### src/rtl/core/cshash_ram.sv
// Generic single-port synchronous RAM with a registered read.
// Depends on nothing.
module cshash_ram #(
    parameter int Width = 8,
    parameter int Depth = 64
) (
    input  logic                     i_clk,
    input  logic                     i_we,
    input  logic [$clog2(Depth)-1:0] i_addr,
    input  logic [Width-1:0]         i_wdata,
    output logic [Width-1:0]         o_rdata
);
    logic [Width-1:0] r_mem [Depth];
    logic [Width-1:0] r_rdata;

    always_ff @(posedge i_clk) begin
        if (i_we) begin
            r_mem[i_addr] <= i_wdata;
        end
        r_rdata <= r_mem[i_addr];
    end

    assign o_rdata = r_rdata;
endmodule
### config.mk
export PLATFORM = sky130hd
export DESIGN_NAME = cshash_ram
export DESIGN_NICKNAME = d
export VERILOG_FILES = /design/src/rtl/core/cshash_ram.sv
export SDC_FILE = /design/constraint.sdc
export NUM_CORES = 1
export LEC_CHECK = 0
export BUFFER_PORTS_ARGS = -buffer_cell sky130_fd_sc_hd__buf_4
export CORE_UTILIZATION = 50
export CTS_CLUSTER_DIAMETER = 120
export CTS_CLUSTER_SIZE = 8
export DETAILED_ROUTE_END_ITERATION = 16
export PLACE_DENSITY = 0.66
export SETUP_SLACK_MARGIN = 0.05
export SLEW_MARGIN = 15
export SYNTH_ARGS = -nofsm -noshare
export SYNTH_HDL_FRONTEND = slang
export SYNTH_SLANG_ARGS = --single-unit
### constraint.sdc
create_clock -name i_clk -period 3.2 [get_ports i_clk]
set_clock_uncertainty 0.15 [all_clocks]
set_input_delay 0.64 -clock i_clk [delete_from_list [all_inputs] [get_ports i_clk]]
set_output_delay 0.64 -clock i_clk [all_outputs]
set_load 0.02 [all_outputs]
==> results of run 1 <==
-- flip-flops by register name (all words and copies together) (netlist names) --
register,cells
r_mem,512
o_rdata,8
-- metal layers --
metal,track usage,vias to the layer above,share of wire
li1,-,5045,-
met1,0.361,6002,0.41
met2,0.403,631,0.47
met3,0.0553,107,0.094
met4,0.0943,0,0.030
met5,0,-,0
-- metrics by stage --
step / power (mW) / hold WS [ps] / area, sq um / utilization
3_3_place_gp: 8.51 / 533 / 22000 / 0.549
2_1_floorplan: 8.13 / 413 / 20400 / -
6_report: 15.3 / 462 / 24000 / 0.599
5_1_grt: 15.7 / 492 / 24000 / 0.599
3_5_place_dp: 8.53 / 524 / 22000 / 0.549
4_1_cts: 15.4 / 485 / 24000 / 0.599
-- where the power goes --
part	internal, mW	switching (mW)
Combinational	0.286	0.538
Clock	4.25	2.61
Sequential	7.56	0.0247
-- worst max-delay path, stage by stage --
cell                      delay [ps]
sky130_fd_sc_hd__buf_4           240
sky130_fd_sc_hd__buf_12          240
sky130_fd_sc_hd__and2_1          380
sky130_fd_sc_hd__nand3_1         530
sky130_fd_sc_hd__nor2_1          400
sky130_fd_sc_hd__buf_4           250
-- synth_stat cells (all sizes together), types with 11 or more instances --
library cell    n
mux2i          63
a221o          11
nand3b         12
a221oi         21
a31oi          15
edfxtp        512
clkbuf         36
o21ai          11
o22a           11
nand2b         24
mux4           41
o22ai          22
nand2          45
buf            45
a22oi          40
nor2           82
mux2           12
a21oi          28
-- cell type report --
class / count / area [sq um] / area share
clock buffers: 90 / 1980 / 0.0824
clock inverters: 2 / 17.5 / 0.000731
inverters: 3 / 11.3 / 0.000470
multi-input cells: 567 / 4510 / 0.188
flip-flops and latches: 520 / 15500 / 0.648
well taps: 525 / 657 / 0.0274
repair buffers: 157 / 1260 / 0.0525
-- layout by cell type, fill, tap and decap left out, types with 4 or more instances in the layout --
| master | count |
|---|---|
| sky130_fd_sc_hd__o221ai_1 | 9 |
| sky130_fd_sc_hd__nand3b_1 | 12 |
| sky130_fd_sc_hd__a21oi_1 | 28 |
| sky130_fd_sc_hd__o22ai_1 | 22 |
| sky130_fd_sc_hd__a21o_1 | 4 |
| sky130_fd_sc_hd__nor2b_1 | 7 |
| sky130_fd_sc_hd__a221o_1 | 11 |
| sky130_fd_sc_hd__mux2_1 | 7 |
| sky130_fd_sc_hd__nand2b_1 | 24 |
| sky130_fd_sc_hd__mux4_2 | 41 |
| sky130_fd_sc_hd__mux2i_1 | 63 |
| sky130_fd_sc_hd__or3b_2 | 5 |
| sky130_fd_sc_hd__mux2_2 | 5 |
| sky130_fd_sc_hd__and3_1 | 9 |
| sky130_fd_sc_hd__a221oi_1 | 21 |
| sky130_fd_sc_hd__clkbuf_16 | 77 |
| sky130_fd_sc_hd__clkbuf_1 | 13 |
| sky130_fd_sc_hd__o31ai_1 | 5 |
| sky130_fd_sc_hd__a22oi_1 | 40 |
| sky130_fd_sc_hd__a32oi_1 | 7 |
| sky130_fd_sc_hd__nor2_1 | 81 |
| sky130_fd_sc_hd__o21ai_0 | 9 |
| sky130_fd_sc_hd__dfxtp_1 | 8 |
| sky130_fd_sc_hd__a31oi_1 | 15 |
| sky130_fd_sc_hd__and4_1 | 6 |
| sky130_fd_sc_hd__a211oi_1 | 6 |
| sky130_fd_sc_hd__edfxtp_1 | 512 |
| sky130_fd_sc_hd__nand3_1 | 8 |
| sky130_fd_sc_hd__buf_4 | 150 |
| sky130_fd_sc_hd__o2bb2ai_1 | 7 |
| sky130_fd_sc_hd__o22a_1 | 11 |
| sky130_fd_sc_hd__a22o_1 | 10 |
| sky130_fd_sc_hd__buf_12 | 6 |
| sky130_fd_sc_hd__and2_1 | 9 |
| sky130_fd_sc_hd__nand2_1 | 45 |
-- cells by family after synthesis --
group / count (synthesis) / share of synthesized area
DFF: 520 / 0.760
AOI/OAI and AO/OA: 222 / 0.0808
and+or+nand+nor: 229 / 0.0571
buffers and inverters: 84 / 0.0198
muxes: 116 / 0.0826
-- path summary, 6_finish.rpt --
kind	from	to	slack (ps)	cells after the start
min reg2reg	r_mem[34][7]$_DFFE_PP_	o_rdata[7]$_DFF_P_	540	3
min	i_wdata[6]	r_mem[59][6]$_DFFE_PP_	460	1
max	i_addr[1]	r_mem[55][3]$_DFFE_PP_	620	6
max reg2reg	r_mem[6][7]$_DFFE_PP_	o_rdata[7]$_DFF_P_	720	5
==> reports/metrics.sh, run 1 <==
OUTCOME='finished clean'
CLKSINKCOUNT=520
ANTENNA_FOUND_INITIAL=0
SYNTH_WARNINGS=0
FIRST_GLOBAL_VIAS=11800
SYNTH_TOP_AREA_SHARE=0.752
VIA_PER_INST=6.32
LAYOUT_MIN_CYCLE_TIME_PS=2580
AREA_DELTA_SYNTH_FINAL_PCT=17.2
GRT_SETUP_UNREPAIRED='false'
SETUP_WS_PS=616
ARRIVAL_PS=2710
CTS-HOLD-FIX-BUFFERS=0
LAYOUT-DRIVE-GT1-SHARE=0.219
NUMBER_OF_CELLS_PRODUCED_BY_SYNTHESIS=1171
MAXIMUM_NUMBER_OF_PINS_ON_ONE_NET_BEFORE_GLOBAL_ROUTE_REPAIR=65
FLOORPLAN.INITIALDENSITY=0.511
MIN_PERIOD_OVER_PERIOD=0.808
DRCVIOLATIONCOUNT=0
TRITONCTS='yes'
CLKTRANSATPATHREGS_PS=50
MAXCAPVIOLCOUNT=0
TIMING.FMAX_MHz=387
DIE-AREA_SQ_UM=41700
SYNTH_TOP_CELLS_BY_AREA='sky130_fd_sc_hd__edfxtp_1 (75%), sky130_fd_sc_hd__mux4_2 (4.5%), sky130_fd_sc_hd__mux2i_1 (3.1%)'
SYNTH.LARGEST_AREA_CELL='sky130_fd_sc_hd__edfxtp_1'
SETUP_VIOLATIONS=0
BUFFER_PORTS.INSERTED=23
FP-ROW-COUNT=73
ROUTE.DETAILED.WL_PER_INST_MICRONS=28.0
POST_CTS_RESIZED=0
POWER.LEAKAGE_nW=8.01
HTREE_NUM_LEVELS=3
SYNTH-SEQ-AREA-SHARE=0.760
DRTPASS1ITERATIONS=5
NETS=1339
CTS-ROOT-BUF='sky130_fd_sc_hd__clkbuf_16'
INSTANCES_NO_FILL=1864
ROUTED-VIA-COUNT=11800
ENDPOINT_KIND='flop'
CLASS_OF_THE_MOST_CRITICAL_HOLD_TIMING_PATH='in -> reg'
WL_MICRONS=52300
GP_CONGESTION=0.899
DATA_REQUIRED_CRITICAL_PATH_PS=3330
POWER.DENSITY_CELL_AREA_nW_PER_UM2=637
HPWLAFTERDP_MICRONS=32500
DRT_FIRST_ITER_VIOLATIONS=1453
CTS_MAX_PATH_BUFFERS=3
PORTS_PLACED_ON_THE_BOUNDARY=24
CRITICALPATHCATEGORY='in -> reg'
ASYNC_RESET_FF_FRAC=0
GRT_OVERFLOW=0
SYNTH-EDFF-COUNT=512
POST_SYNTH_INSTANCE_AREA_SQ_UM=20400
POSTROUTEANTENNANETS=0
WORSTPATHMAXFANOUT=30
INSERTION_DELAY_PS=590
TIMING.FINAL.MAX_SLEW_VIOLATIONS=0
CRIT_PATH_START_KIND='input port'
LAYOUT.FILLER_CELLS=2934
POSTSYNTHNETCOUNT=1187
MAIN_FLOP_TYPE_AFTER_SYNTHESIS='sky130_fd_sc_hd__edfxtp_1'
SYNTH_AREA_PER_CELL_SQ_UM=17.5
SYNTHESIZED_FLOP_AND_LATCH_TOTAL=520
TIGHTEST_SLEW_PS=1180
CLOCK_BUFFERS_CREATED_BY_TRITONCTS=74
GROUTE.USAGE.OVERALL=0.259
IR_DROP_uV=592
FLOORPLAN.DIE.HEIGHT_MICRONS=204
DIE-WIDTH_MICRONS=204
MAXSLEWHEADROOM=0.207
ANTENNA_CELLS=0
REPORT.FINAL.HOLD_VIOL_COUNT=0
DP_CELLS=1772
POSTCTSSETUPBUFFERS=0
FLOORPLAN.CORE_AREA_SQ_UM=40000
PRECTSSETUPSLACK_PS=33.3
GRT_PASS1_WL_MICRONS=77200
TIMING.SETUP.TNS_PS=0
SYNTH_CELL_TYPE_COUNT=56
Note: power is estimated with default switching activity, not from simulation.
==> run 2, diff against run 1 <==
--- a/config.mk
+++ b/config.mk
@@ -5,12 +5,13 @@
 export SDC_FILE = /design/constraint.sdc
 export NUM_CORES = 1
 export LEC_CHECK = 0
+export ABC_AREA = 1
 export BUFFER_PORTS_ARGS = -buffer_cell sky130_fd_sc_hd__buf_4
 export CORE_UTILIZATION = 50
 export CTS_CLUSTER_DIAMETER = 120
 export CTS_CLUSTER_SIZE = 8
 export DETAILED_ROUTE_END_ITERATION = 16
-export PLACE_DENSITY = 0.66
+export PLACE_DENSITY = 0.65
 export SETUP_SLACK_MARGIN = 0.05
 export SLEW_MARGIN = 15
 export SYNTH_ARGS = -nofsm -noshare
==> constraint.sdc (replaced) <==
create_clock -name i_clk -period 2.5 [get_ports i_clk]
set_clock_uncertainty 0.15 [all_clocks]
set_input_delay 0.5 -clock i_clk [delete_from_list [all_inputs] [get_ports i_clk]]
set_output_delay 0.5 -clock i_clk [all_outputs]
set_load 0.02 [all_outputs]
==> reports/metrics.sh, run 2 <==
CP-STARTPOINT='i_addr[0]'
MULTI_INPUT_AREA_SQ_UM=5810  # +29%
GRT_OVERFLOW=0  # unchanged
LAYOUT-DRIVE-GT1-SHARE=0.103  # -0.116
YOSYS.CELL_COUNT.TOP_TYPE='sky130_fd_sc_hd__nand2_1'
LAYOUT_COMMON_CELLS='sky130_fd_sc_hd__nand2_1 (1,384), sky130_fd_sc_hd__edfxtp_1 (512), sky130_fd_sc_hd__buf_4 (127), sky130_fd_sc_hd__nor2_1 (87), sky130_fd_sc_hd__clkbuf_16 (77)'
CRIT_PATH_START_KIND='input port'
CTS_MAX_PATH_BUFFERS=3  # unchanged
MET3_WIRELENGTH_MICRONS=4830  # -1.3%
CRITICALPATHCATEGORY='in -> reg'
TIMING.CRITICAL_PATH.TO='o_rdata[2]$_DFF_P_'
MAXCAPVIOLCOUNT=0  # unchanged
DPL-INSTANCE-AREA_SQ_UM=23500  # +6.9%
FP-ROW-COUNT=76  # +4.1%
SYNTH_CELL_TYPE_COUNT=22  # -61%
WORSTPATHMAXFANOUT=34  # +13%
NUMBER_OF_CELLS_PRODUCED_BY_SYNTHESIS=2167  # +85%
DRCVIOLATIONCOUNT=0  # unchanged
IR_DROP_uV=590  # -0.21%
CTS-ROOT-BUF='sky130_fd_sc_hd__clkbuf_16'
POWER.DENSITY_CELL_AREA_nW_PER_UM2=781  # +23%
ANTENNA_FOUND_INITIAL=2  # +2
CLOCK_BUFFERS_CREATED_BY_TRITONCTS=74  # unchanged
CTS-HOLD-FIX-BUFFERS=0  # unchanged
DIE-AREA_SQ_UM=44900  # +7.7%
LARGEST_REGISTER_FF_COUNT=512  # unchanged
TIMING.FINAL.MAX_SLEW_VIOLATIONS=0  # unchanged
TRITONCTS='yes'
POSTSYNTHNETCOUNT=2183  # +84%
LAYOUT_MIN_CYCLE_TIME_PS=1880
SYNTH_WARNINGS=0  # unchanged
POSTCTSSETUPBUFFERS=0  # unchanged
SEQCELLAREA_SQ_UM=15500  # unchanged
FIRST_GLOBAL_VIAS=15000  # +26%
POST_SYNTH_MOST_FREQUENT_CELLS='sky130_fd_sc_hd__nand2_1 (1,384), sky130_fd_sc_hd__edfxtp_1 (512), sky130_fd_sc_hd__nor2_1 (87), sky130_fd_sc_hd__buf_2 (52), sky130_fd_sc_hd__inv_1 (25)'
SETUP_WS_PS=620  # +4.27 ps
HIGHEST-SIGNAL-LAYER='met5'
MAIN_FLOP_TYPE_AFTER_SYNTHESIS='sky130_fd_sc_hd__edfxtp_1'
FINAL_UTIL=0.591  # -0.00831
POST_SYNTH_INSTANCE_AREA_SQ_UM=22000  # +7.8%
NETS=2302  # +72%
REGISTERS.TOP_BY_FF_COUNT='r_mem'
WL_MICRONS=56700  # +8.5%
SYNTH.LARGEST_AREA_CELL='sky130_fd_sc_hd__edfxtp_1'
WORSTREG2REGEND='o_rdata[2]$_DFF_P_'
REPORT.FINAL.HOLD_VIOL_COUNT=0  # unchanged
DRTPASS1ITERATIONS=8  # +3
GROUTE.USAGE.OVERALL=0.261  # +0.00260
DRT_FIRST_ITER_VIOLATIONS=1418  # -2.4%
OUTCOME='finished clean'
SYNTH-SEQ-AREA-SHARE=0.705  # -0.0550
POWER.LEAKAGE_nW=10.8  # +35%
SYNTH_TOP_CELLS_BY_AREA='sky130_fd_sc_hd__edfxtp_1 (70%), sky130_fd_sc_hd__nand2_1 (24%), sky130_fd_sc_hd__nor2_1 (1.5%)'
HPWLAFTERDP_MICRONS=34100  # +5.1%
ROUTEDLENGTHMET1_MICRONS=24000  # +13%
GRT_PASS1_WL_MICRONS=87000  # +13%
FLOORPLAN.CORE_AREA_SQ_UM=43300  # +8.2%
FLOORPLAN.DIE.HEIGHT_MICRONS=212  # +3.8%
CLKTRANSATPATHREGS_PS=50  # about the same
CLASS_OF_THE_MOST_CRITICAL_HOLD_TIMING_PATH='in -> reg'
INSERTION_DELAY_PS=580  # about the same
MET2ROUTEDLENGTH_MICRONS=26200  # +6.5%
AREA_DELTA_SYNTH_FINAL_PCT=16.0
SYNTH_AREA_PER_CELL_SQ_UM=10.2  # -42%
ASYNC_RESET_FF_FRAC=0  # unchanged
ENDPOINT_KIND='flop'
SYNTH_TOP_AREA_SHARE=0.697  # -0.0544
MIN_PERIOD_OVER_PERIOD=0.752
FINALINSTANCEAREA_SQ_UM=25600  # +6.7%
POST_CTS_RESIZED=0  # unchanged
TIMING.FMAX_MHz=532
PRECTSSETUPSLACK_PS=90.5  # +57.2 ps
SYNTHESIZED_FLOP_AND_LATCH_TOTAL=520  # unchanged
VIA_PER_INST=5.25  # -17%
POSTROUTEANTENNANETS=0  # unchanged
FINAL_COMMON_CELL='sky130_fd_sc_hd__nand2_1'
MAXSLEWHEADROOM=0.447  # +0.239
DP_CELLS=2795  # +58%
TIGHTEST_SLEW_PS=830  # -354 ps
SETUP_VIOLATIONS=0  # unchanged
PORTS_PLACED_ON_THE_BOUNDARY=24  # unchanged
SYNTH-EDFF-COUNT=512  # unchanged
HOLD-PATH-CELL-COUNT=1  # unchanged
RRSETUPSLACK_PS=810  # +90 ps
INSTANCES_NO_FILL=2909  # +56%
HTREE_NUM_LEVELS=3  # unchanged
ARRIVAL_PS=2180  # -530 ps
MAXIMUM_NUMBER_OF_PINS_ON_ONE_NET_BEFORE_GLOBAL_ROUTE_REPAIR=121  # +86%
DATA_REQUIRED_CRITICAL_PATH_PS=2800  # -530 ps
BUFFER_PORTS.INSERTED=23  # unchanged
CRITICAL_PATH.REG2REG.STARTPOINT='r_mem[45][2]$_DFFE_PP_'
GRT_SETUP_UNREPAIRED='false'
CLKSINKCOUNT=520  # unchanged
LAYOUT.FILLER_CELLS=3583  # +22%
FLOORPLAN.INITIALDENSITY=0.510  # -0.00165
ROUTED-VIA-COUNT=15300  # +30%
ROUTE.DETAILED.WL_PER_INST_MICRONS=19.5  # -30%
R2R.WORST_PATH.CELLS=10  # +5
GP_CONGESTION=0.897  # -0.21%
DIE-WIDTH_MICRONS=212  # +3.8%
[run 2: area by class of cell]
type                       instances  area share
antenna                            1   0.0000979
sequential                       520       0.608
tap                              585      0.0286
clock buffer                     111      0.0804
multi-input combinational       1516       0.227
clock inverter                     2    0.000685
timing repair buffer             144      0.0504
inverter                          30     0.00465
[run 2: power by group]
group	switching, mW	leakage [nW]	internal [mW]
sequential	0.0346	4.67	9.67
combinational	0.885	5.12	0.331
clock	3.46	0.998	5.58
total	4.38	10.8	15.6
[run 2: layer usage]
metal | up-vias | track usage
met4 | 2 | 0.0955
met1 | 7287 | 0.360
li1 | 7242 | -
met3 | 122 | 0.0495
met2 | 625 | 0.415
met5 | - | 0
[run 2: worst max-delay path: stages]
cell and delay [ps]:
sky130_fd_sc_hd__clkbuf_8 190, sky130_fd_sc_hd__inv_6 150, sky130_fd_sc_hd__buf_4 250, sky130_fd_sc_hd__nand2_1 90, sky130_fd_sc_hd__nand2_1 50, sky130_fd_sc_hd__nand2_1 60
sky130_fd_sc_hd__nand2_1 60, sky130_fd_sc_hd__nand2_1 60, sky130_fd_sc_hd__nand2_1 60, sky130_fd_sc_hd__nand2_1 160, sky130_fd_sc_hd__nand2_1 80, sky130_fd_sc_hd__nor2_1 350
sky130_fd_sc_hd__nand2_1 100
[run 2: worst min path at each step]
stage                      startpoint                      to
2_1_floorplan              i_wdata[0]   r_mem[0][0]$_DFFE_PP_
6_report                   i_wdata[0]  r_mem[16][0]$_DFFE_PP_
3_3_place_gp   r_mem[31][6]$_DFFE_PP_      o_rdata[6]$_DFF_P_
4_1_cts                    i_wdata[0]  r_mem[39][0]$_DFFE_PP_
3_5_place_dp   r_mem[31][6]$_DFFE_PP_      o_rdata[6]$_DFF_P_
5_1_grt                    i_wdata[0]  r_mem[16][0]$_DFFE_PP_
[run 2: cells by family (layout without fill, tap and decap cells)]
logic type / Yosys count / in the layout / share of synthesized area
buffers and inverters: 131 / 287 / 0.0316
flip-flops: 520 / 520 / 0.705
AND/OR/NAND/NOR: 1504 / 1504 / 0.260
other: 0 / 1 / 0
AO/OA/AOI/OAI: 12 / 12 / 0.00329
[run 2: stage by stage]
step                TNS (ps)  power (mW)  hold WS [ps]
floorplan              -1900        10.5           449
global placement           0        11.1           503
detailed placement         0        11.1           523
CTS                        0        20.1           231
global route               0        20.5           239
finish                     0        20.0           245
==> run 3, diff against run 2 <==
--- a/config.mk
+++ b/config.mk
@@ -5,13 +5,13 @@
 export SDC_FILE = /design/constraint.sdc
 export NUM_CORES = 1
 export LEC_CHECK = 0
-export ABC_AREA = 1
+export ABC_AREA = 0
 export BUFFER_PORTS_ARGS = -buffer_cell sky130_fd_sc_hd__buf_4
 export CORE_UTILIZATION = 50
 export CTS_CLUSTER_DIAMETER = 120
 export CTS_CLUSTER_SIZE = 8
 export DETAILED_ROUTE_END_ITERATION = 16
-export PLACE_DENSITY = 0.65
+export PLACE_DENSITY = 0.66
 export SETUP_SLACK_MARGIN = 0.05
 export SLEW_MARGIN = 15
 export SYNTH_ARGS = -nofsm -noshare
==> constraint.sdc (replaced) <==
create_clock -name i_clk -period 1.9 [get_ports i_clk]
set_clock_uncertainty 0.15 [all_clocks]
set_input_delay 0.38 -clock i_clk [delete_from_list [all_inputs] [get_ports i_clk]]
set_output_delay 0.38 -clock i_clk [all_outputs]
set_load 0.02 [all_outputs]
==> reports/metrics.sh, run 3 (same netlist as run 1, synthesis figures left out) <==
LARGEST_REGISTER_FF_COUNT=512  # unchanged
CLKSINKCOUNT=520  # unchanged
GRT_PASS1_WL_MICRONS=82500  # -5.1%
INSERTION_DELAY_PS=600  # +20 ps
POWER.LEAKAGE_nW=8.89  # -18%
POWER.DENSITY_CELL_AREA_nW_PER_UM2=997  # +28%
NETS=1450  # -37%
FINAL_COMMON_CELL='sky130_fd_sc_hd__edfxtp_1'
TIGHTEST_SLEW_PS=722  # -109 ps
LAYOUT-DRIVE-GT1-SHARE=0.345  # +0.241
ARRIVAL_PS=2550  # +370 ps
ENDPOINT_KIND='flop'
CLKTRANSATPATHREGS_PS=50  # about the same
FLOORPLAN.CORE_AREA_SQ_UM=40000  # -7.5%
GRT_SETUP_UNREPAIRED='true'
TRITONCTS='yes'
FIRST_GLOBAL_VIAS=12300  # -18%
FLOORPLAN.INITIALDENSITY=0.511  # +0.00165
MAXSLEWHEADROOM=0.518  # +0.0715
FLOORPLAN.DIE.HEIGHT_MICRONS=204  # -3.7%
REPORT.POWER.TOTAL_mW=26.4  # +33%
MULTI_INPUT_AREA_SQ_UM=5250  # -9.7%
POWER_SWITCHING_mW=5.69  # +30%
CRIT_PATH_START_KIND='flop'
DRCVIOLATIONCOUNT=0  # unchanged
SHARE_CLK_OF_TOTAL_POWER=0.448  # -0.005
REPORT.FINAL.HOLD_VIOL_COUNT=0  # unchanged
LAYOUT.FILLER_CELLS=2679  # -25%
P_COMB_FRAC=0.069  # +0.008
DATA_REQUIRED_CRITICAL_PATH_PS=2220  # -580 ps
HOLD-PATH-CELL-COUNT=1  # unchanged
IR_DROP_uV=680  # +15%
FINALINSTANCEAREA_SQ_UM=26500  # +3.7%
NETSWITCHINGFRACTION=0.215  # -0.00398
CTS_MAX_PATH_BUFFERS=3  # unchanged
TIMING.SETUP.TNS_PS=-1260  # -1260 ps
DIE-WIDTH_MICRONS=204  # -3.7%
DIE-AREA_SQ_UM=41700  # -7.2%
MAXIMUM_NUMBER_OF_PINS_ON_ONE_NET_BEFORE_GLOBAL_ROUTE_REPAIR=65  # -46%
BUFFER_PORTS.INSERTED=23  # unchanged
HOLD_WS_PS=112  # -133 ps
SETUP_VIOLATIONS=8  # +8
ANTENNA_FOUND_INITIAL=1  # -1
GP_CONGESTION=0.888  # -1.0%
HTREE_NUM_LEVELS=3  # unchanged
POSTROUTEANTENNANETS=0  # unchanged
ROUTED-VIA-COUNT=12500  # -18%
INTERNAL_POWER_mW=20.8  # +33%
WORSTPATHMAXFANOUT=1  # -97%
CRITICALPATHCATEGORY='reg -> reg'
VIA_PER_INST=6.30  # +20%
MAXCAPVIOLCOUNT=0  # unchanged
HPWLAFTERDP_MICRONS=37200  # +9.2%
SETUP_WS_PS=-334  # -954 ps
REGISTERS.TOP_BY_FF_COUNT='r_mem'
GROUTE.USAGE.OVERALL=0.277  # +0.0158
FAILED_CHECKS='setup timing'
DRTPASS1ITERATIONS=7  # -1
AREA_DELTA_SYNTH_FINAL_PCT=29.7
PRECTSSETUPSLACK_PS=-871  # -961 ps
DPL-INSTANCE-AREA_SQ_UM=24300  # +3.3%
CLASS_OF_THE_MOST_CRITICAL_HOLD_TIMING_PATH='in -> reg'
TIMING.FMAX_MHz=448
LAYOUT_COMMON_CELLS='sky130_fd_sc_hd__edfxtp_1 (512), sky130_fd_sc_hd__buf_4 (186), sky130_fd_sc_hd__buf_12 (78), sky130_fd_sc_hd__clkbuf_16 (77), sky130_fd_sc_hd__nor2_4 (64)'
GRT_OVERFLOW=0  # unchanged
SEQCELLAREA_SQ_UM=15500  # unchanged
OUTCOME='complete, but fails checks'
LAYOUT_MIN_CYCLE_TIME_PS=2230
CTS-HOLD-FIX-BUFFERS=0  # unchanged
ROUTE.DETAILED.WL_PER_INST_MICRONS=28.1  # +44%
FP-ROW-COUNT=73  # -3.9%
CLOCK_BUFFERS_CREATED_BY_TRITONCTS=74  # unchanged
TIMING.FINAL.MAX_SLEW_VIOLATIONS=0  # unchanged
CTS-ROOT-BUF='sky130_fd_sc_hd__clkbuf_16'
DRT_FIRST_ITER_VIOLATIONS=1385  # -2.3%
MIN_PERIOD_OVER_PERIOD=1.18
SEQ_POWER_SHARE=0.483  # -0.003
WL_MICRONS=55800  # -1.5%
R2R.WORST_PATH.CELLS=5  # -5
ANTENNA_CELLS=0  # -1
PORTS_PLACED_ON_THE_BOUNDARY=24  # unchanged
==> run 3: layout make-up <==
| cell class | count | area share |
|---|---|---|
| Clock buffer | 97 | 0.0755 |
| Clock inverter | 4 | 0.00231 |
| Inverter | 3 | 0.000425 |
| Multi-Input combinational cell | 567 | 0.198 |
| Sequential cell | 520 | 0.586 |
| Tap cell | 525 | 0.0248 |
| Timing Repair Buffer | 268 | 0.113 |
==> run 3: metrics by stage <==
stage,utilization,std cells
floorplan,-,1171
global route,0.663,1984
CTS,0.661,1984
finish,0.663,1984
detailed placement,0.607,1878
global placement,0.607,1878
==> run 3: final timing paths <==
kind,startpoint,to,slack [ps]
setup / recovery,r_mem[4][7]$_DFFE_PP_,o_rdata[7]$_DFF_P_,-330
hold reg to reg,r_mem[34][3]$_DFFE_PP_,o_rdata[3]$_DFF_P_,570
setup reg to reg,r_mem[4][7]$_DFFE_PP_,o_rdata[7]$_DFF_P_,-330
hold / removal,i_wdata[4],r_mem[18][4]$_DFFE_PP_,110
==> run 3: power groups by stage <==
stage | sequential (mW) | clock, mW | combinational (mW)
after floorplan | 13.0 | 0 | 0.806
after global placement | 13.0 | 0 | 1.73
after detailed placement | 13.0 | 0 | 1.76
after CTS | 12.8 | 12.0 | 1.78
after global routing | 12.8 | 12.4 | 1.90
final | 12.8 | 11.8 | 1.82
==> run 3: per-layer routing <==
layer / global-route usage / wire length, microns / part of all wire / vias up
li1: - / - / - / 5298
met1: 0.396 / 23000 / 0.41 / 6383
met2: 0.430 / 26600 / 0.48 / 689
met3: 0.0496 / 4530 / 0.081 / 119
met4: 0.0986 / 1710 / 0.031 / 2
met5: 0 / 11 / 0.00020 / -
==> run 3: repair_timing <==
item,CTS,global route
hold endpoints to repair,0,0
buffers inserted,5,0
endpoints found under the setup margin,32,85
gates cloned,0,0
pin swaps,4,6
resized for setup,14,16
==> run 3: critical path: stages, from the launching register on <==
cell and delay [ps]:
sky130_fd_sc_hd__edfxtp_1 360, sky130_fd_sc_hd__mux2_4 270, sky130_fd_sc_hd__mux4_2 480, sky130_fd_sc_hd__o21ai_2 170
sky130_fd_sc_hd__o2111ai_2 140, sky130_fd_sc_hd__or4b_1 530
